`config.mk`:
```
export PLATFORM = sky130hd
export DESIGN_NAME = polyarc_cell
export DESIGN_NICKNAME = d
export VERILOG_FILES = /design/src/design/polyarc_pkg.sv /design/src/design/polyarc_cell.sv
export SDC_FILE = /design/constraint.sdc
export NUM_CORES = 2
export LEC_CHECK = 0
export BUFFER_PORTS_ARGS = -buffer_cell sky130_fd_sc_hd__buf_4
export CORE_MARGIN = 2
export CORE_UTILIZATION = 65
export CTS_CLUSTER_DIAMETER = 60
export CTS_CLUSTER_SIZE = 28
export DETAILED_ROUTE_END_ITERATION = 10
export PLACE_DENSITY = 0.91
export RECOVER_POWER = 50
export REMOVE_ABC_BUFFERS = 1
export SYNTH_ARGS = -nofsm -noshare
export SYNTH_HDL_FRONTEND = slang
export SYNTH_SLANG_ARGS = --single-unit
```
`constraint.sdc`:
```
create_clock -name clk_i -period 8.4 [get_ports clk_i]
set_input_delay 0.84 -clock clk_i [delete_from_list [all_inputs] [get_ports clk_i]]
set_output_delay 0.84 -clock clk_i [all_outputs]
set_load 0.05 [all_outputs]
```
`src/design/polyarc_pkg.sv`:
```
// ----------------------------------------------------------------------------
// polyarc_pkg
// shared widths, item type and Horner coefficients for the arctangent chain
// ----------------------------------------------------------------------------
package polyarc_pkg;

  localparam int IN_W     = 24;
  localparam int OUT_W    = 24;
  localparam int MAG_W    = 24;
  localparam int ACC_W    = 46;
  localparam int ACC_FRAC = 32;
  localparam int HI_W     = 13;
  localparam int LO_W     = 32;
  localparam int STEPS    = 5;

  typedef logic signed [ACC_W-1:0] acc_t;
  typedef logic [MAG_W-1:0]        mag_t;

  typedef struct packed {
    mag_t mag;
    logic neg;
    logic high;
    acc_t acc;
  } item_t;

  // 4096 with 32 fraction bits
  localparam acc_t ACC_LIMIT = 46'sh100000000000;

  // leading coefficient of the high-range polynomial
  localparam acc_t HIGH_LEAD = 46'sd92266;

  // coefficient added at each step, low range starts from a zero accumulator
  localparam acc_t COEF_LOW [STEPS] = '{
    -46'sd1300059929,
    46'sd18441343170,
    -46'sd101691248748,
    46'sd276561081005,
    46'sd0
  };

  localparam acc_t COEF_HIGH [STEPS] = '{
    -46'sd7573982,
    46'sd245981955,
    -46'sd4015995297,
    46'sd34516195437,
    46'sd238907594495
  };

endpackage

```
`src/design/polyarc_cell.sv`:
```
// ----------------------------------------------------------------------------
// polyarc_cell
// one Horner step: acc * t truncated toward zero, plus coefficient, saturated
// ----------------------------------------------------------------------------
module polyarc_cell #(
  parameter int FRAC_BITS = 16
) (
  input  logic                clk_i,
  input  logic                rst_ni,
  input  logic                valid_i,
  output logic                stall_o,
  input  polyarc_pkg::item_t  item_i,
  input  polyarc_pkg::acc_t   coef_low_i,
  input  polyarc_pkg::acc_t   coef_high_i,
  output logic                valid_o,
  input  logic                stall_i,
  output polyarc_pkg::item_t  item_o
);

  localparam int PH_W  = polyarc_pkg::HI_W + polyarc_pkg::MAG_W;
  localparam int PL_W  = polyarc_pkg::LO_W + polyarc_pkg::MAG_W;
  localparam int RW    = PH_W + polyarc_pkg::LO_W - FRAC_BITS + 1;
  localparam int SW    = RW + 1;
  localparam int SH_HI = polyarc_pkg::LO_W - FRAC_BITS;

  // stage a: partial products
  logic                          a_vld_q;
  polyarc_pkg::item_t            a_item_q;
  logic                          a_neg_q;
  logic [PH_W-1:0]               pp_hi_q;
  logic [PL_W-1:0]               pp_lo_q;
  logic                          acc_neg;
  logic [polyarc_pkg::ACC_W-1:0] acc_mag;
  logic [polyarc_pkg::HI_W-1:0]  acc_hi;
  logic [polyarc_pkg::LO_W-1:0]  acc_lo;
  logic [PH_W-1:0]               pp_hi_d;
  logic [PL_W-1:0]               pp_lo_d;
  logic                          a_en;

  // stage b: combine, add coefficient, saturate
  logic                          b_vld_q;
  polyarc_pkg::item_t            b_item_q;
  polyarc_pkg::item_t            b_item_d;
  logic [RW-1:0]                 prod;
  logic signed [SW-1:0]          prod_ext;
  logic signed [SW-1:0]          coef_ext;
  logic signed [SW-1:0]          sum;
  logic signed [SW-1:0]          lim_pos;
  logic signed [SW-1:0]          lim_neg;
  polyarc_pkg::acc_t             acc_d;
  logic                          b_en;

  assign b_en    = !b_vld_q || !stall_i;
  assign a_en    = !a_vld_q || b_en;
  assign stall_o = !a_en;

  assign acc_neg = item_i.acc[polyarc_pkg::ACC_W-1];
  assign acc_mag = acc_neg ? polyarc_pkg::ACC_W'(-item_i.acc)
                           : polyarc_pkg::ACC_W'(item_i.acc);
  assign acc_hi  = acc_mag[polyarc_pkg::LO_W +: polyarc_pkg::HI_W];
  assign acc_lo  = acc_mag[polyarc_pkg::LO_W-1:0];
  assign pp_hi_d = PH_W'(acc_hi) * PH_W'(item_i.mag);
  assign pp_lo_d = PL_W'(acc_lo) * PL_W'(item_i.mag);

  assign prod     = (RW'(pp_hi_q) << SH_HI) + RW'(pp_lo_q >> FRAC_BITS);
  assign prod_ext = $signed({1'b0, prod});
  assign coef_ext = a_item_q.high ? SW'(coef_high_i) : SW'(coef_low_i);
  assign sum      = a_neg_q ? (coef_ext - prod_ext) : (coef_ext + prod_ext);
  assign lim_pos  = SW'(polyarc_pkg::ACC_LIMIT);
  assign lim_neg  = -lim_pos;

  always_comb begin
    if (sum > lim_pos) begin
      acc_d = polyarc_pkg::ACC_LIMIT;
    end else if (sum < lim_neg) begin
      acc_d = -polyarc_pkg::ACC_LIMIT;
    end else begin
      acc_d = polyarc_pkg::ACC_W'(sum);
    end
  end

  always_comb begin
    b_item_d     = a_item_q;
    b_item_d.acc = acc_d;
  end

  always_ff @(posedge clk_i or negedge rst_ni) begin
    if (!rst_ni) begin
      a_vld_q <= 1'b0;
      b_vld_q <= 1'b0;
    end else begin
      if (a_en) begin
        a_vld_q <= valid_i;
      end
      if (b_en) begin
        b_vld_q <= a_vld_q;
      end
    end
  end

  always_ff @(posedge clk_i) begin
    if (a_en && valid_i) begin
      a_item_q <= item_i;
      a_neg_q  <= acc_neg;
      pp_hi_q  <= pp_hi_d;
      pp_lo_q  <= pp_lo_d;
    end
    if (b_en && a_vld_q) begin
      b_item_q <= b_item_d;
    end
  end

  assign valid_o = b_vld_q;
  assign item_o  = b_item_q;

endmodule

```
==> flow_summary.json, run 1 <==
{
  "run_status": "aborted with a tool error",
  "lastStage": "global routing (5_1_grt)",
  "error_text_reported_by_the_tool": "[ERROR GRT-0232] Routing congestion too high. Check the congestion heatmap in the GUI.",
  "cts_hold_buf": 0,
  "io_pins": 242,
  "asyncSetResetFlopFracSynth_pct": 1.12,
  "numClockSinks": 178,
  "grt_overflow_total": 64,
  "largest_family_of_logic_cells_by_synthesized_area": "adder cells",
  "synth_area_leaders": "sky130_fd_sc_hd__fa_1, sky130_fd_sc_hd__edfxtp_1, sky130_fd_sc_hd__ha_1",
  "synthXorXnorAreaFrac_pct": 4.25,
  "start_util_pct": 65.5,
  "repair-timing-grt-worst-ep": "pp_lo_q[41]$_DFFE_PP_/D",
  "synth_cells": 5232,
  "synth_sequential_area_ratio_pct": 11.2,
  "synthSimpleGateAreaFrac_pct": 17.4,
  "most_used_flip_flop_cell_after_synthesis": "sky130_fd_sc_hd__edfxtp_1",
  "overall_routing_resource_usage_pct": 72.0,
  "dp.final_hpwl_microns": 118000,
  "ys_warns": 0,
  "yosys_register_bits": 178,
  "synth.mux.area_fraction_pct": 1.30,
  "die_h_microns": 275,
  "root_buffer": "sky130_fd_sc_hd__clkbuf_16",
  "grt_max_degree": 63,
  "htree_levels": 4,
  "synth_adder_area_share_pct": 46.8,
  "synth_compound_area_share_pct": 9.24,
  "worst-ep-kind": "sequential cell input",
  "synth_top_cell_area_share_pct": 37.8,
  "synth.cell_area_sq_mm": 0.0477,
  "synth.lib_cells_used.distinct": 103,
  "syn-mean-instance-area_sq_um": 9.11,
  "globalplace.congestion": 0.971,
  "synth.largest_area_cell": "sky130_fd_sc_hd__fa_1",
  "row_count": 99,
  "clockBufferDepth": 2,
  "portBuffers": 241,
  "detailed_place.area_sq_mm": 0.0531,
  "die_width_microns": 275,
  "tritoncts.num_buffers": 17,
  "placed_cells": 6562,
  "synth_enable_flop_cells": 176
}
## cells by family after synthesis
kind of cell | after synthesis
and+or+nand+nor | 1644
DFF | 178
buffers and inverters | 1235
muxes | 56
adders and majority gates | 1241
xor gates and xnor gates | 231
AOI/OAI and AO/OA | 647
## metrics by stage
step | setup TNS, ps | hold slack (ps) | setup slack [ps] | util, %
CTS | -13590 | 74.6 | -647 | 76.8
floorplan | -33770 | 400 | -1220 | -
global placement | -47410 | 401 | -1400 | 73.1
detailed placement | -69880 | 405 | -1840 | 73.1
## cell usage after synthesis, types with 14 or more instances
| cell | number |
|---|---|
| sky130_fd_sc_hd__a211oi_1 | 23 |
| sky130_fd_sc_hd__a21o_1 | 79 |
| sky130_fd_sc_hd__a21oi_1 | 167 |
| sky130_fd_sc_hd__a21oi_2 | 27 |
| sky130_fd_sc_hd__a31oi_1 | 31 |
| sky130_fd_sc_hd__and2_1 | 390 |
| sky130_fd_sc_hd__and3_1 | 21 |
| sky130_fd_sc_hd__buf_2 | 19 |
| sky130_fd_sc_hd__clkbuf_1 | 251 |
| sky130_fd_sc_hd__edfxtp_1 | 176 |
| sky130_fd_sc_hd__fa_1 | 901 |
| sky130_fd_sc_hd__ha_1 | 340 |
| sky130_fd_sc_hd__inv_1 | 949 |
| sky130_fd_sc_hd__mux2_2 | 46 |
| sky130_fd_sc_hd__nand2_1 | 716 |
| sky130_fd_sc_hd__nand2b_1 | 36 |
| sky130_fd_sc_hd__nand3_1 | 45 |
| sky130_fd_sc_hd__nand4_1 | 35 |
| sky130_fd_sc_hd__nor2_1 | 121 |
| sky130_fd_sc_hd__nor2b_1 | 115 |
| sky130_fd_sc_hd__nor3_1 | 49 |
| sky130_fd_sc_hd__o211ai_1 | 19 |
| sky130_fd_sc_hd__o21a_1 | 27 |
| sky130_fd_sc_hd__o21ai_0 | 96 |
| sky130_fd_sc_hd__o21ai_1 | 14 |
| sky130_fd_sc_hd__o31ai_1 | 21 |
| sky130_fd_sc_hd__or3_1 | 25 |
| sky130_fd_sc_hd__or4_1 | 16 |
| sky130_fd_sc_hd__xnor2_1 | 160 |
| sky130_fd_sc_hd__xor2_1 | 71 |
## repair_timing
item,CTS
pin swaps,176
setup endpoints to repair,59
gates cloned,1
setup buffers,68
resized for setup,383
## routing by layer
metal / GRT overflow / track usage, %
met5: 1 / 49.2
met4: 26 / 66.4
met3: 1 / 65.2
met2: 33 / 85.3
met1: 3 / 69.2
==> run 2, diff against run 1 <==
--- a/config.mk
+++ b/config.mk
@@ -7,11 +7,9 @@
 export LEC_CHECK = 0
 export BUFFER_PORTS_ARGS = -buffer_cell sky130_fd_sc_hd__buf_4
 export CORE_MARGIN = 2
-export CORE_UTILIZATION = 65
-export CTS_CLUSTER_DIAMETER = 60
-export CTS_CLUSTER_SIZE = 28
+export CORE_UTILIZATION = 40
 export DETAILED_ROUTE_END_ITERATION = 10
-export PLACE_DENSITY = 0.91
+export PLACE_DENSITY_LB_ADDON = 0.15
 export RECOVER_POWER = 50
 export REMOVE_ABC_BUFFERS = 1
 export SYNTH_ARGS = -nofsm -noshare
==> run 2 against run 1 <==
  * Synthesized cell count unchanged
  * Synthesized area unchanged
  * The flow now finishes, with violations (capacitance limit, slew limit, setup timing)
==> flow_summary.json, run 2 <==
{
  "largest_register_ff_count": 72,
  "worst_reg_to_reg_cells": 29,
  "clkTransAtPathRegs_ps": 70,
  "via_count_of_the_first_global_routing_pass": 39000,
  "critPathCaptureType": "flip-flop",
  "overall_routing_resource_usage_pct": 23.2,
  "setup_viol_count_final": 33,
  "cts_hold_buf": 0,
  "antenna_found_initial": 3,
  "row_count": 126,
  "portBuffers": 241,
  "ys_warns": 0,
  "worst-r2r-setup-slack_ps": 670,
  "r2r_start": "pp_lo_q[32]",
  "r2r-end": "item_o[11]",
  "fin_crit_sh_pct": 107,
  "most_used_flip_flop_cell_after_synthesis": "sky130_fd_sc_hd__edfxtp_1",
  "grt_setup_unrepaired": "true",
  "vias": 37200,
  "post_drt_via_cell_ratio": 5.10,
  "min-delay-path-class": "in -> async",
  "first_pass_iters": 7,
  "postRouteWirelength_microns": 140000,
  "detailedRoute.firstIterationViolations": 2024,
  "fmax_mhz": 111,
  "post-route-util_pct": 48.2,
  "sequential_cell_area_sq_mm": 0.00534,
  "most-common-layout-cells": "sky130_fd_sc_hd__inv_1, sky130_fd_sc_hd__fa_1, sky130_fd_sc_hd__nand2_1, sky130_fd_sc_hd__buf_4, sky130_fd_sc_hd__and2_1",
  "postLayoutCellArea_sq_mm": 0.0570,
  "worst_path_arrival_time_ps": 9250,
  "fin_crit_ps": 8980,
  "multiInputGateArea_sq_mm": 0.0394,
  "timing.max_slew.rel_slack_pct": -143,
  "hold_violations": 0,
  "slowest_delay_ps": 550,
  "numClockSinks": 178,
  "synth.cell_area_sq_mm": 0.0477,
  "area.growth.synth_to_final_pct": 19.5,
  "synth_enable_flop_cells": 176,
  "synth_area_leaders": "sky130_fd_sc_hd__fa_1, sky130_fd_sc_hd__edfxtp_1, sky130_fd_sc_hd__ha_1",
  "synth_cells": 5232,
  "io_pins": 242,
  "start_util_pct": 40.4,
  "die_h_microns": 349,
  "grt_first_pass_wirelength_microns": 219000,
  "grt_max_degree": 64,
  "synth_sequential_area_ratio_pct": 11.2,
  "critPathRequiredTime_ps": 8670,
  "clockBufferDepth": 2,
  "critical-path-top-cell-by-count": "sky130_fd_sc_hd__fa_1",
  "synth_top_cell_area_share_pct": 37.8,
  "synth.largest_area_cell": "sky130_fd_sc_hd__fa_1",
  "synth.lib_cells_used.distinct": 103,
  "run_status": "complete, but fails checks",
  "tritoncts_clock_tree": "built",
  "root_buffer": "sky130_fd_sc_hd__clkbuf_16",
  "asyncSetResetFlopFracSynth_pct": 1.12,
  "htree_levels": 4,
  "dp.final_hpwl_microns": 117000,
  "num-nets-final": 7155,
  "fp.dieArea_sq_mm": 0.122,
  "violations": "capacitance limit, slew limit, setup timing",
  "drv_slew": 203,
  "drc": 0,
  "globalplace.congestion": 0.872,
  "worst_setup_path_start_kind": "input pin",
  "detailed_place.area_sq_mm": 0.0544,
  "post-route-worst-setup-slack_ps": -578,
  "yosys.cell_count.top_type": "sky130_fd_sc_hd__inv_1",
  "core_area_sq_mm": 0.118,
  "die_width_microns": 349,
  "crit_fanout": 5,
  "skew_ps": 17.1,
  "max-cap-violations": 6,
  "worst-setup-path-type": "in -> reg",
  "ys_top_cells_by_count": "sky130_fd_sc_hd__inv_1, sky130_fd_sc_hd__fa_1, sky130_fd_sc_hd__nand2_1",
  "final_common_cell": "sky130_fd_sc_hd__inv_1",
  "grt_overflow_total": 0,
  "yosys_register_bits": 178,
  "dpl_worst_slack_ps": -1660,
  "clkLatencyLatePin_ps": 530,
  "setup-tns-final_ps": -11200,
  "worstMarginPinSlew_ps": 3640,
  "tritoncts.num_buffers": 17,
  "syn-mean-instance-area_sq_um": 9.11,
  "wl_per_cell_microns": 19.2,
  "n_fill_cell": 11300,
  "postRouteAntennaNets": 0,
  "worst_path_max_delay_cell": "sky130_fd_sc_hd__fa_1",
  "layout_cell_share_with_drive_strength_beyond_1_pct": 19.2
}
-- run 2: cell counts after synthesis --
No cell type changed its count.
-- run 2: critical path, delay by kind of cell --
family	cells	cell delay [ps]
adders and majority gates	6	2770
xor gates and xnor gates	2	320
AOI/OAI and AO/OA	10	1640
buffers and inverters	8	820
and+or+nand+nor	11	2820
-- run 2: cell type report --
cell class | instances | area share, %
Inverter | 949 | 6.25
Clock inverter | 15 | 0.239
Clock buffer | 17 | 0.747
Timing Repair Buffer | 781 | 10.8
Sequential cell | 178 | 9.37
Tap cell | 1536 | 3.37
Antenna cell | 2 | 0.00879
Multi-Input combinational cell | 3819 | 69.2
-- run 2: cell families (layout without fill, tap and decap cells) --
family	after synthesis	count (layout)	share of synthesized area [%]
AOI/OAI and AO/OA	647	647	9.24
xor gates and xnor gates	231	231	4.25
adders and majority gates	1241	1241	46.8
buffers and inverters	1235	1762	9.89
DFF	178	178	11.2
muxes	56	56	1.30
other	0	2	0
and+or+nand+nor	1644	1644	17.4
-- run 2: worst max-delay path by stage --
stage	end	start
2_1_floorplan	pp_hi_q[35]	item_i[5]
3_3_place_gp	pp_lo_q[41]	item_i[5]
3_5_place_dp	pp_lo_q[50]	item_i[5]
4_1_cts	pp_hi_q[35]	item_i[3]
5_1_grt	pp_lo_q[41]	item_i[3]
6_report	pp_hi_q[34]	item_i[3]
-- run 2: metrics by stage --
| stage | hold WS, ps | std cells |
|---|---|---|
| finish | 92.0 | 7297 |
| global placement | 401 | 7200 |
| detailed placement | 406 | 7200 |
| CTS | 43.8 | 7255 |
| global route | 74.4 | 7296 |
| floorplan | 400 | 4946 |
-- run 2: layer usage --
metal / global-route usage, % / vias to the layer above / routed length [microns] / part of all wire [%]
met4: 5.70 / 0 / 3190 / 2.3
met5: 0 / - / 0 / 0
met2: 39.1 / 808 / 67000 / 48
li1: - / 17400 / - / -
met3: 2.50 / 159 / 5990 / 4.3
met1: 32.1 / 18800 / 63700 / 46
-- run 2: what timing repair did --
action | in CTS | in global routing
setup endpoints to repair | 54 | 95
gates cloned | 1 | 3
setup buffers | 28 | 40
gates resized for setup | 180 | 206
pin swaps | 112 | 117
Power of run 2 is left out: the tool's default activity adds up to more than one toggle a clock period on the data nets, which glitch-free logic cannot reach.
