$ cat src/design/polyarc_pkg.sv
// ----------------------------------------------------------------------------
// polyarc_pkg
// shared widths, item type and Horner coefficients for the arctangent chain
// ----------------------------------------------------------------------------
package polyarc_pkg;

  localparam int IN_W     = 24;
  localparam int OUT_W    = 24;
  localparam int MAG_W    = 24;
  localparam int ACC_W    = 46;
  localparam int ACC_FRAC = 32;
  localparam int HI_W     = 13;
  localparam int LO_W     = 32;
  localparam int STEPS    = 5;

  typedef logic signed [ACC_W-1:0] acc_t;
  typedef logic [MAG_W-1:0]        mag_t;

  typedef struct packed {
    mag_t mag;
    logic neg;
    logic high;
    acc_t acc;
  } item_t;

  // 4096 with 32 fraction bits
  localparam acc_t ACC_LIMIT = 46'sh100000000000;

  // leading coefficient of the high-range polynomial
  localparam acc_t HIGH_LEAD = 46'sd92266;

  // coefficient added at each step, low range starts from a zero accumulator
  localparam acc_t COEF_LOW [STEPS] = '{
    -46'sd1300059929,
    46'sd18441343170,
    -46'sd101691248748,
    46'sd276561081005,
    46'sd0
  };

  localparam acc_t COEF_HIGH [STEPS] = '{
    -46'sd7573982,
    46'sd245981955,
    -46'sd4015995297,
    46'sd34516195437,
    46'sd238907594495
  };

endpackage

$ cat src/design/polyarc_finish.sv
// ----------------------------------------------------------------------------
// polyarc_finish
// rounds the accumulator, clamps to 90 degrees, applies sign, saturates
// ----------------------------------------------------------------------------
module polyarc_finish #(
  parameter int FRAC_BITS = 16
) (
  input  logic                                clk_i,
  input  logic                                rst_ni,
  input  logic                                valid_i,
  output logic                                stall_o,
  input  polyarc_pkg::item_t                  item_i,
  output logic                                valid_o,
  input  logic                                stall_i,
  output logic signed [polyarc_pkg::OUT_W-1:0] angle_deg_o
);

  localparam int AW = polyarc_pkg::ACC_W;
  localparam int OW = polyarc_pkg::OUT_W;
  localparam int SH = polyarc_pkg::ACC_FRAC - FRAC_BITS;
  localparam logic [AW-1:0] HALF    = AW'(1) << (SH - 1);
  localparam logic [AW-1:0] QUARTER = AW'(90) << FRAC_BITS;
  localparam logic [AW-1:0] NEG_MAX = AW'(1) << (OW - 1);
  localparam logic [AW-1:0] POS_MAX = NEG_MAX - AW'(1);

  logic          acc_neg;
  logic [AW-1:0] acc_mag;
  logic [AW-1:0] rnd_d;
  logic          r_en;
  logic          r_vld_q;
  logic [AW-1:0] rmag_q;
  logic          rneg_q;
  logic          tneg_q;

  logic          o_en;
  logic          o_vld_q;
  logic [AW-1:0] mag_c;
  logic          out_neg;
  logic [OW-1:0] ang_d;
  logic [OW-1:0] ang_q;

  assign o_en    = !o_vld_q || !stall_i;
  assign r_en    = !r_vld_q || o_en;
  assign stall_o = !r_en;

  assign acc_neg = item_i.acc[AW-1];
  assign acc_mag = acc_neg ? AW'(-item_i.acc) : AW'(item_i.acc);
  assign rnd_d   = (acc_mag + HALF) >> SH;

  assign mag_c   = (!rneg_q && (rmag_q > QUARTER)) ? QUARTER : rmag_q;
  assign out_neg = rneg_q ^ tneg_q;

  always_comb begin
    if (out_neg) begin
      ang_d = (mag_c > NEG_MAX) ? -OW'(NEG_MAX) : -OW'(mag_c);
    end else begin
      ang_d = (mag_c > POS_MAX) ? OW'(POS_MAX) : OW'(mag_c);
    end
  end

  always_ff @(posedge clk_i or negedge rst_ni) begin
    if (!rst_ni) begin
      r_vld_q <= 1'b0;
      o_vld_q <= 1'b0;
    end else begin
      if (r_en) begin
        r_vld_q <= valid_i;
      end
      if (o_en) begin
        o_vld_q <= r_vld_q;
      end
    end
  end

  always_ff @(posedge clk_i) begin
    if (r_en && valid_i) begin
      rmag_q <= rnd_d;
      rneg_q <= acc_neg;
      tneg_q <= item_i.neg;
    end
    if (o_en && r_vld_q) begin
      ang_q <= ang_d;
    end
  end

  assign valid_o     = o_vld_q;
  assign angle_deg_o = $signed(ang_q);

endmodule

$ cat config.mk
export PLATFORM = sky130hd
export DESIGN_NAME = polyarc_finish
export DESIGN_NICKNAME = d
export VERILOG_FILES = /design/src/design/polyarc_pkg.sv /design/src/design/polyarc_finish.sv
export SDC_FILE = /design/constraint.sdc
export NUM_CORES = 1
export LEC_CHECK = 0
export BUFFER_PORTS_ARGS = -buffer_cell sky130_fd_sc_hd__clkbuf_2
export CAP_MARGIN = 20
export CORE_MARGIN = 2
export CORE_UTILIZATION = 45
export DETAILED_ROUTE_END_ITERATION = 7
export PLACE_DENSITY = 0.68
export SLEW_MARGIN = 20
export SYNTH_ARGS = -nofsm -noshare
export SYNTH_HDL_FRONTEND = slang
export SYNTH_SLANG_ARGS = --single-unit
$ cat constraint.sdc
create_clock -name clk_i -period 4.5 [get_ports clk_i]
set_input_delay 0.45 -clock clk_i [delete_from_list [all_inputs] [get_ports clk_i]]
set_output_delay 0.45 -clock clk_i [all_outputs]
set_load 0.1 [all_outputs]
# ---- Word-level counts from Yosys, hierarchy flattened
# Cells that the tools add are included.
dict set report word_totals {
  wordCells 28
  reg_bits 58
  in_bits 76
}
dict set report op_classes {
  bitwise_logic 1
  n_mux 5
  addsub 3
  reduce_logical 10
  n_lt_le_gt_ge 3
}
# operator n
set op_table {}
lappend op_table {{24-bit two-way mux} 3}
lappend op_table {{30-bit by 23-bit greater-than comparator with 1-bit output, second input constant} 2}
lappend op_table {{46-bit by 16-bit adder with 46-bit output, second input constant} 1}
lappend op_table {{46-bit two-way mux} 1}
lappend op_table {{46-bit negator} 1}
lappend op_table {{30-bit by 24-bit greater-than comparator with 1-bit output, second input constant} 1}
lappend op_table {{30-bit two-way mux} 1}
lappend op_table {{24-bit negator} 1}
lappend op_table {{1-bit logical NOT} 5}
lappend op_table {{1-bit logical AND} 3}
lappend op_table {{1-bit logical OR} 2}
lappend op_table {{1-bit bitwise XOR} 1}

# ---- Longest topological paths before layout
# Gate-level depths: netlist of run 1.
dict set report depth {
  word_depth 6
  ltp_mapped 16
  ltp_nobuf 14
}

# ---- Worst setup path before layout of run 1
# Ideal clock, no wire load.
dict set report synth_path {
  path_kind {flip-flop to flip-flop}
  startpoint {register rmag_q[2]}
  endpoint {register ang_q[11] (netlist: angle_deg_o[11]), data pin}
  t_arrival_ns 3.227
  setup_time_ns 0.265
  stages_incl_launch_ff 17
  synth_period_minus_slack_ns 3.492
  setup_slack_ns 1.008
  t_required_ns 4.235
  path_cell_list {edfxtp_1 nor4_1 and4_1 a31oi_1 o21bai_1 clkbuf_1 nand2_1 ha_1 nor2b_1 nand4bb_1 o21ai_0 nand4_1 nand2_1 clkbuf_1 a21o_1 a21oi_1 o21ai_1}
}
dict set report synth_between {
  elab_chain_cells 6
  elab_cells_between_ends 9
  cone_classes {1 x add/sub; 3 x order compare; 4 x mux; 1 x reduce/logical}
}
# item line_no
set synth_rtl {}
lappend synth_rtl {{from (decl)} polyarc_finish.sv:31} ;# logic [AW-1:0] rmag_q;
lappend synth_rtl {{from (signal assigned)} polyarc_finish.sv:77} ;# rmag_q <= rnd_d;
lappend synth_rtl {{30-bit by 23-bit greater-than comparator with 1-bit output} polyarc_finish.sv:50} ;# assign mag_c = (!rneg_q && (rmag_q > QUARTER)) ? QUARTER : rmag_q;
lappend synth_rtl {{1-bit logical AND} polyarc_finish.sv:50}
lappend synth_rtl {{30-bit two-way mux *} polyarc_finish.sv:50}
lappend synth_rtl {{24-bit negator, or another cell as far along} polyarc_finish.sv:55} ;# ang_d = (mag_c > NEG_MAX) ? -OW'(NEG_MAX) : -OW'(mag_c);
lappend synth_rtl {{24-bit two-way mux, on equally long branches} {polyarc_finish.sv:55, polyarc_finish.sv:57}}
lappend synth_rtl {{24-bit two-way mux *} polyarc_finish.sv:54} ;# if (out_neg) begin
lappend synth_rtl {{via ang_d[11]} polyarc_finish.sv:39} ;# logic [OW-1:0] ang_d;
lappend synth_rtl {{to (signal assigned)} polyarc_finish.sv:82} ;# ang_q <= ang_d;
lappend synth_rtl {{to (decl)} polyarc_finish.sv:40} ;# logic [OW-1:0] ang_q;
# The timed path passes the listed nets; every way through them passes the cells marked *.
# A chain may end at the register's enable or synchronous reset.

# ---- Worst setup path after layout of run 1
dict set report layout_path {
  startpoint {register rmag_q[7]}
  endpoint {register ang_q[6] (netlist: angle_deg_o[6]), data pin}
}
# Same word-level chain as after synthesis.

==> results of run 1 <==
flip-flops by register name, summed over array words and instances (netlist names):
name / cells
rmag_q: 30
tneg_q: 1
r_vld_q: 1
rneg_q: 1
angle_deg_o: 24
valid_o: 1
power by group through the flow:
stage                     Combinational (W)  Clock [W]  Sequential, W
after floorplan                    0.000215          0       0.000891
after global placement             0.000503          0       0.000713
after detailed placement           0.000510          0       0.000714
after CTS                          0.000512   0.000483       0.000703
after global routing               0.000551   0.000504       0.000710
final                              0.000511   0.000472       0.000703
worst max-delay path by stage:
stage                         from                         to  cells after the start
2_1_floorplan  rmag_q[2]$_DFFE_PP_  angle_deg_o[11]$_DFFE_PP_                     16
3_5_place_dp   rmag_q[7]$_DFFE_PP_   angle_deg_o[6]$_DFFE_PP_                     14
6_report       rmag_q[7]$_DFFE_PP_   angle_deg_o[6]$_DFFE_PP_                     14
3_3_place_gp   rmag_q[2]$_DFFE_PP_   angle_deg_o[6]$_DFFE_PP_                     15
5_1_grt        rmag_q[7]$_DFFE_PP_   angle_deg_o[6]$_DFFE_PP_                     14
4_1_cts        rmag_q[7]$_DFFE_PP_   angle_deg_o[6]$_DFFE_PP_                     14
per-layer routing:
layer  GRT usage  part of all wire
met5           0                 0
met4      0.0800             0.018
met3      0.0337             0.060
met2       0.317              0.47
met1       0.269              0.46
worst max-delay path, delay by kind of cell (launching register included):
kind / cells / cell delay, ns
fa+ha+maj: 1 / 0.25
simple gates: 8 / 1.93
compound gates: 5 / 0.91
flops: 1 / 0.45
cell usage in the layout (no fill, tap or decap), types with 3 or more instances in the layout:
cell,instances
sky130_fd_sc_hd__a31oi_1,14
sky130_fd_sc_hd__nand4_1,15
sky130_fd_sc_hd__o31a_1,4
sky130_fd_sc_hd__nor3_2,3
sky130_fd_sc_hd__clkbuf_8,11
sky130_fd_sc_hd__o31ai_1,5
sky130_fd_sc_hd__nand2_1,47
sky130_fd_sc_hd__xnor2_1,28
sky130_fd_sc_hd__nor4_1,10
sky130_fd_sc_hd__o22a_1,3
sky130_fd_sc_hd__nor4_2,4
sky130_fd_sc_hd__inv_1,8
sky130_fd_sc_hd__nor3_1,21
sky130_fd_sc_hd__nor2_1,48
sky130_fd_sc_hd__nand2b_1,6
sky130_fd_sc_hd__buf_4,9
sky130_fd_sc_hd__a311oi_1,3
sky130_fd_sc_hd__and2_1,6
sky130_fd_sc_hd__a2bb2oi_1,3
sky130_fd_sc_hd__a21o_1,3
sky130_fd_sc_hd__nor2b_1,6
sky130_fd_sc_hd__a211oi_1,3
sky130_fd_sc_hd__and3_1,6
sky130_fd_sc_hd__clkbuf_2,76
sky130_fd_sc_hd__or3_1,11
sky130_fd_sc_hd__o21bai_1,3
sky130_fd_sc_hd__clkinv_2,3
sky130_fd_sc_hd__nand3_1,17
sky130_fd_sc_hd__and4_1,6
sky130_fd_sc_hd__o21ai_0,32
sky130_fd_sc_hd__a21oi_1,35
sky130_fd_sc_hd__o22ai_1,5
sky130_fd_sc_hd__o211ai_1,3
sky130_fd_sc_hd__o21ai_1,3
sky130_fd_sc_hd__edfxtp_1,56
sky130_fd_sc_hd__xor2_1,17
layout make-up:
cell class / count / area [um2] / area share
Timing Repair Buffer: 86 / 458 / 0.0867
Inverter: 9 / 33.8 / 0.00640
Tap cell: 133 / 166 / 0.0315
Multi-Input combinational cell: 422 / 2690 / 0.509
Clock inverter: 5 / 52.6 / 0.00995
Sequential cell: 58 / 1730 / 0.328
Clock buffer: 11 / 151 / 0.0287
stage by stage:
stage | setup slack (ns) | cells
floorplan | 1.01 | 517
global placement | 0.808 | 707
detailed placement | 0.789 | 707
CTS | 0.758 | 724
global route | 0.463 | 724
finish | 0.720 | 724
logic make-up (layout without fill, tap and decap cells):
logic type,count (synthesis),after routing
compound gates,148,148
xor+xnor,45,45
fa+ha+maj,2,2
buf+inv,37,111
flops,58,58
mux,2,2
simple gates,225,225
==> run summary, run 1 <==
The run finished with clean final reports. The clock skew came out at 0.00812 ns. Of the total power, the share spent switching nets is 0.357. The critical path is of the reg2reg type. The number of buffers added to fix hold violations after cts came out at 1. The chip width is 105 um. During synthesis, Yosys emitted a total of 0 warnings.

Headroom to the max-slew limit came out at 0.463. The share of Yosys cell area claimed by the top area cell type came out at 0.368. The largest fanout on the critical path came out at 11.

The number of antenna repair diodes is 0. STA classifies the critical path endpoint as a flip-flop. The power density normalized to cell area is 319 nW/um2. Hold timing on the final database bottoms out at a slack of 0.287 ns. The global-route usage over all layers is 0.199.

The number of setup violations in the final report is 0. The clock passes through at most 2 buffers. Of the cells placed in the final design, the portion with a size suffix greater than 1 is 0.217. The share of flip-flops with an asynchronous set or reset is 0.0345. The post-CTS setup-driven buffer insertion count came out at 0. The required arrival time at the worst endpoint came out at 4.59 ns. The worst endpoint data arrival time is 3.87 ns.

The number of nets in the synthesized netlist is 595. The internal portion of the total power is 0.00108 W. Subtracting the final worst setup slack from the clock period gives 3.78 ns.

The mapped netlist covers 4570 um2. The number of clock sinks came out at 58. In this run the register-to-register setup slack is 0.72 ns.

The number of rows created at floorplan came out at 36. The fraction of the core area covered by cells at the end of the flow came out at 0.538. The effective utilization at floorplan came out at 0.465. Ranked by total cell area, the synthesized netlist is headed by sky130_fd_sc_hd__edfxtp_1 (37%), sky130_fd_sc_hd__xnor2_1 (5.4%), sky130_fd_sc_hd__nor2_1 (3.9%). Setup repair after global routing left no endpoint under its margin.

Max-cap violations in this run came to 0. Total power for the finished layout comes to 0.00169 W. The power dissipated by switching net loads is 0.000602 W. The via count of the first global-routing pass is 3,846. The most common cell in the synthesized netlist is sky130_fd_sc_hd__edfxtp_1. The biggest cell delay along the critical path is 0.49 ns. The slew at the pin closest to its max-slew limit came out at 0.798 ns.

The path class of the lowest-slack min-delay path is in2reg. Once detail routing completed, the nets flagged for antenna violations numbered 0. Of the available clock period, the critical path in the final layout requires 0.840. The count of endpoints failing hold in the final timing report came out at 0. The mean number of vias per cell is 5.81.

The number of flops mapped to enable cells by yosys came out at 56. The dominant combinational cell family by area after synthesis is simple AND/OR/NAND/NOR gates. The DRC marker count from the first detailed-route iteration is 229. The clock reaches the later pin of the worst-skew pair after 0.34 ns.

Of the total synthesized cell area, the portion taken by AND, OR, NAND and NOR gates is 0.272. The leading register cell type out of synthesis is sky130_fd_sc_hd__edfxtp_1. The maximum number of pins on one net before global-route repair is 40. The detailed-route via count came out at 4,206.

The critical hold path startpoint is item_i[47]. The design area came out at 5280 um2. The post-detailed-placement half-perimeter wirelength came out at 8140 um. Based on the critical path, the design can be clocked at up to 265 MHz.

The total global routing overflow is 0. The number of slew-limit violations in the final report is 0. The setup TNS after final layout is 0 ns. The first global-routing pass estimated 17,900 um of wire. The instance count of the mapped netlist is 517. On the critical path, the stage with the largest delay is an instance of sky130_fd_sc_hd__nor4_1. The net count reported at finish is 664. The post-synthesis share of cell area spent on xor and xnor gates is 0.0863. The portion of the post-synthesis area used by sequential elements is 0.379. The count of distinct cell types in the synthesized netlist came out at 77. The TritonCTS clock tree is yes. The number of design rule violations left after detail routing came out at 0. The number of antenna violations at the first check in global routing is 0.

The core region is 9820 um2. Counting the buffers created by CTS gives 9. Buffers placed on the I/O ports in this run total 76. The filler cell count in the final layout is 943. The mux contribution to synthesized area is 0.00465. The fraction of the mapped netlist area in adder cells is 0.00548. The top cell type by total area after synthesis is sky130_fd_sc_hd__edfxtp_1. The launching element type of the critical path is a flip-flop. The synthesized area divided by synthesized cell count is 8.84 um2.

For hold timing, the worst endpoint is tneg_q$_DFFE_PP_. The worst register-to-register path begins at rmag_q[7]$_DFFE_PP_. The die height is 105 um. The placed standard-cell area came out at 5070 um2.

The clock network power share came out at 0.280. Walking the worst path, the cells encountered are nor4_1 > and4_1 > a31oi_1 > o21bai_1 > nand2_1 > ha_1 > nor2b_1 > nand4bb_1 > o21ai_0 > nand4_1 > nand2_1 > nand4_1 > o221ai_1 > a31o_2. The capture instance of the worst register-to-register path is angle_deg_o[6]$_DFFE_PP_.

The fraction of the mapped netlist area in compound gates is 0.217. The commonest cells after synthesis are sky130_fd_sc_hd__edfxtp_1 (56), sky130_fd_sc_hd__nor2_1 (48), sky130_fd_sc_hd__nand2_1 (47). The count of pins on the block boundary came out at 102. In the final routed layout, each cell accounts on average for 14.5 um. The quantity of gates resized following cts came out at 0. The H-tree depth is 3. The die area came out at 11,000 um2. The cell sitting at the root of the clock tree is a sky130_fd_sc_hd__clkbuf_8. The routability congestion estimate is 0.899. The worst IR drop on VDD is 0.000142 V.

The depth of the worst register-to-register path is 14. The first-pass detailed-route iteration total came out at 5. After clock tree synthesis, the clock-pin slew on the worst setup and hold paths is 0.06 ns.

The sequential power share is 0.417. The synthesis-to-layout area growth came out at 15.6%. Counting instances, the worst hold path has a depth of 1. The synthesis-stage register bit count is 58.

The combinational group share of total power came out at 0.303. The leakage power came out at 1.90 nW. The total wire length after detailed routing came out at 10,500 um.
(Power assumes the default switching activity.)
==> inputs of run 2 (changes only) <==
Settings changed: PLACE_DENSITY 0.68 to 0.71.
Clock period 4.5 ns to 3.2 ns, I/O delays scaled along.
==> run 2 against run 1 <==
  * Combinational power increased by 59%
  * Non-clock buffer count increased by 45
  * Final area increased by 8.8%
  * Sequential share of layout area decreased by 2.7 points
  * Largest power group unchanged
==> run summary, run 2 (same netlist as run 1, synthesis figures left out) <==
The number of antenna violations at the first check in global routing is 0 (unchanged). The mean number of vias per cell is 5.82 (+0.24%). The setup slack at placement is -0.0896 ns (-0.879 ns). The clock skew came out at 0.0119 ns (+0.00383 ns).

In the layout the commonest cells are sky130_fd_sc_hd__clkbuf_2 (76), sky130_fd_sc_hd__edfxtp_1 (56), sky130_fd_sc_hd__buf_4 (53). The DRC marker count from the first detailed-route iteration was 207 (-9.6%). The area inside the core boundary came to 9820 um2 (unchanged).

The path class of the tightest hold or removal check is in2reg. The worst endpoint data arrival time is 3.12 ns (-0.75 ns). The placed standard-cell area came out at 5410 um2 (+6.8%). The clock-pin slew reported for the worst setup and hold paths after clock tree synthesis came out at 0.07 ns (about the same).

The number of antenna-violating nets in the routed design was 0 (unchanged). The largest fanout on the critical path came to 7 (-4). The library cell used most frequently in the layout, excluding fill and tap cells, is sky130_fd_sc_hd__clkbuf_2.

The maximum number of pins on one net before global-route repair came out at 40 (unchanged). The flow ran to the end, and the final reports show no timing, DRC or antenna violations. The critical path is of the reg2reg type. The number of buffers inserted by port buffering came out at 76 (unchanged).

The leakage power came out at 2.15 nW (+13%). The chip width was 105 um (unchanged). The count of buffering cells on the critical path with inverters included came out at 1 (+1). The setup slack after layout came out at 0.144 ns (-0.577 ns). The global-route usage over all layers is 0.205 (+0.00616). The average wire length per cell after detail routing came out at 14.6 um (+0.41%).

The count of endpoints failing hold in the final timing report is 0 (unchanged). TritonCTS built the clock tree. The routability congestion estimate came out at 0.899 (about the same). The final period demand of the worst path came out at 3.06 ns (-0.723 ns). The slew at the pin closest to its max-slew limit came out at 0.751 ns (-0.0471 ns). Relative to the synthesized area, the layout overhead comes to 25.7%. The die area is 11,000 um2 (unchanged).

The biggest cell delay along the critical path came to 0.43 ns (-0.06 ns). The total global routing overflow came out at 0 (unchanged). The ratio of cells with drive above 1 in the final layout came to 0.294 (+0.0774). The power density normalized to cell area is 456 nW/um2 (+43%). STA classifies the critical path endpoint as a flip-flop. The worst IR drop on VDD came out at 0.000296 V (+110%). The critical path goes through nor4_4 > and4_4 > a31oi_2 > o21bai_2 > nand2_2 > ha_4 > nor2b_1 > nand4bb_1 > o21ai_0 > nand4_1 > nand2_2 > buf_6 > a21o_1 > a21oi_2 > o21ai_1. The worst hold-check slack is 0.158 ns (-0.129 ns).

The wire length of the first global-routing pass is 18,700 um (+4.2%). The via count of the first global-routing pass came to 4,060 (+5.6%). The number of setup violations in the final report came out at 0 (unchanged). The number of design rule violations left after detail routing came out at 0 (unchanged). The number of rows created at floorplan is 36 (unchanged). The required arrival time at the worst endpoint came out at 3.26 ns (-1.33 ns).

Setup repair after global routing could not meet its margin everywhere. The final clock period utilization by the worst path was 0.955 (+0.115). The clock latency on the worst-skew pair is 0.34 ns (about the same). The relative slew slack is 0.496 (+0.0327). The number of clock sinks is 58 (unchanged). The number of flip-flops under the largest register name came to 30 (unchanged). The detailed-route via count is 4,478 (+6.5%). Broken down by cell family, the worst path's largest delay share belongs to simple AND/OR/NAND/NOR gates. The die height is 105 um (unchanged). The power consumption was 0.00262 W (+55%). The design area is 5740 um2 (+8.8%). The count of pins on the block boundary came out at 102 (unchanged). The setup TNS after final layout is 0 ns (unchanged). The maximum frequency from static timing analysis is 327 MHz (+24%). The worst setup path is launched from a flip-flop. The max-capacitance violation count is 0 (unchanged).

Among all stages on the critical path, the largest delay is contributed by sky130_fd_sc_hd__edfxtp_1. The number of antenna repair diodes is 0 (unchanged). The post-detailed-placement half-perimeter wirelength is 8600 um (+5.7%).

The total clock buffers created by CTS is 9 (unchanged). The number of slew-limit violations in the final report was 0 (unchanged). The total wire length after detailed routing is 11,200 um (+6.7%). The maximum clock insertion buffer count was 2 (unchanged). Counting flops per register, the top entry is rmag_q.

The cell that appears most often on the critical path is sky130_fd_sc_hd__nand2_2. The buffer type at the clock tree root is sky130_fd_sc_hd__clkbuf_8. The H-tree depth is 3 (unchanged).

The first-pass detailed-route iteration total was 4 (-1). The effective utilization at floorplan was 0.465 (unchanged). The net count reported at finish is 709 (+6.8%).
## run 2: layer usage
| layer | vias up | wire (um) | GRT usage | part of all wire |
|---|---|---|---|---|
| li1 | 2207 | - | - | - |
| met5 | - | 0 | 0 | 0 |
| met4 | 0 | 225 | 0.0714 | 0.020 |
| met1 | 2067 | 4970 | 0.270 | 0.44 |
| met3 | 20 | 713 | 0.0387 | 0.064 |
| met2 | 184 | 5280 | 0.337 | 0.47 |
## run 2: path summary, 6_finish.rpt
kind                                     startpoint                   endpoint  slack (ns)  depth (start not counted)
max in group asynchronous                    rst_ni        valid_o$_DFFE_PN0P_        2.81                          2
min in group asynchronous                    rst_ni        r_vld_q$_DFFE_PN0N_        0.29                          2
worst min register to register  r_vld_q$_DFFE_PN0N_        valid_o$_DFFE_PN0P_        0.49                          1
worst min-delay path                     item_i[47]           tneg_q$_DFFE_PP_        0.16                          1
worst max-delay path            rmag_q[5]$_DFFE_PP_  angle_deg_o[11]$_DFFE_PP_        0.14                         15
worst max register to register  rmag_q[5]$_DFFE_PP_  angle_deg_o[11]$_DFFE_PP_        0.14                         15
## run 2: what timing repair did
action | in CTS | in global routing
resized for setup | 4 | 13
setup endpoints to repair | 11 | 22
endpoints found under the hold margin | 2 | 0
hold buffers | 1 | 0
setup buffers | 1 | 0
pin swaps | 1 | 8
## run 2: power by group
group	internal (W)	switching [W]
sequential	0.000938	0.0000350
clock	0.000560	0.000275
combinational	0.000243	0.000567
## run 2: layout make-up
cell class	instances	area [um2]
clock inverter	4	97.6
tap	133	166
inverter	9	33.8
sequential	58	1730
timing repair buffer	131	800
multi-input combinational	422	2760
clock buffer	12	155
fill	910	4080
## run 2: per-stage QoR
stage | utilization | instances
6_report | 0.585 | 769
5_1_grt | 0.585 | 769
3_5_place_dp | 0.551 | 751
2_1_floorplan | - | 517
4_1_cts | 0.579 | 769
3_3_place_gp | 0.551 | 751
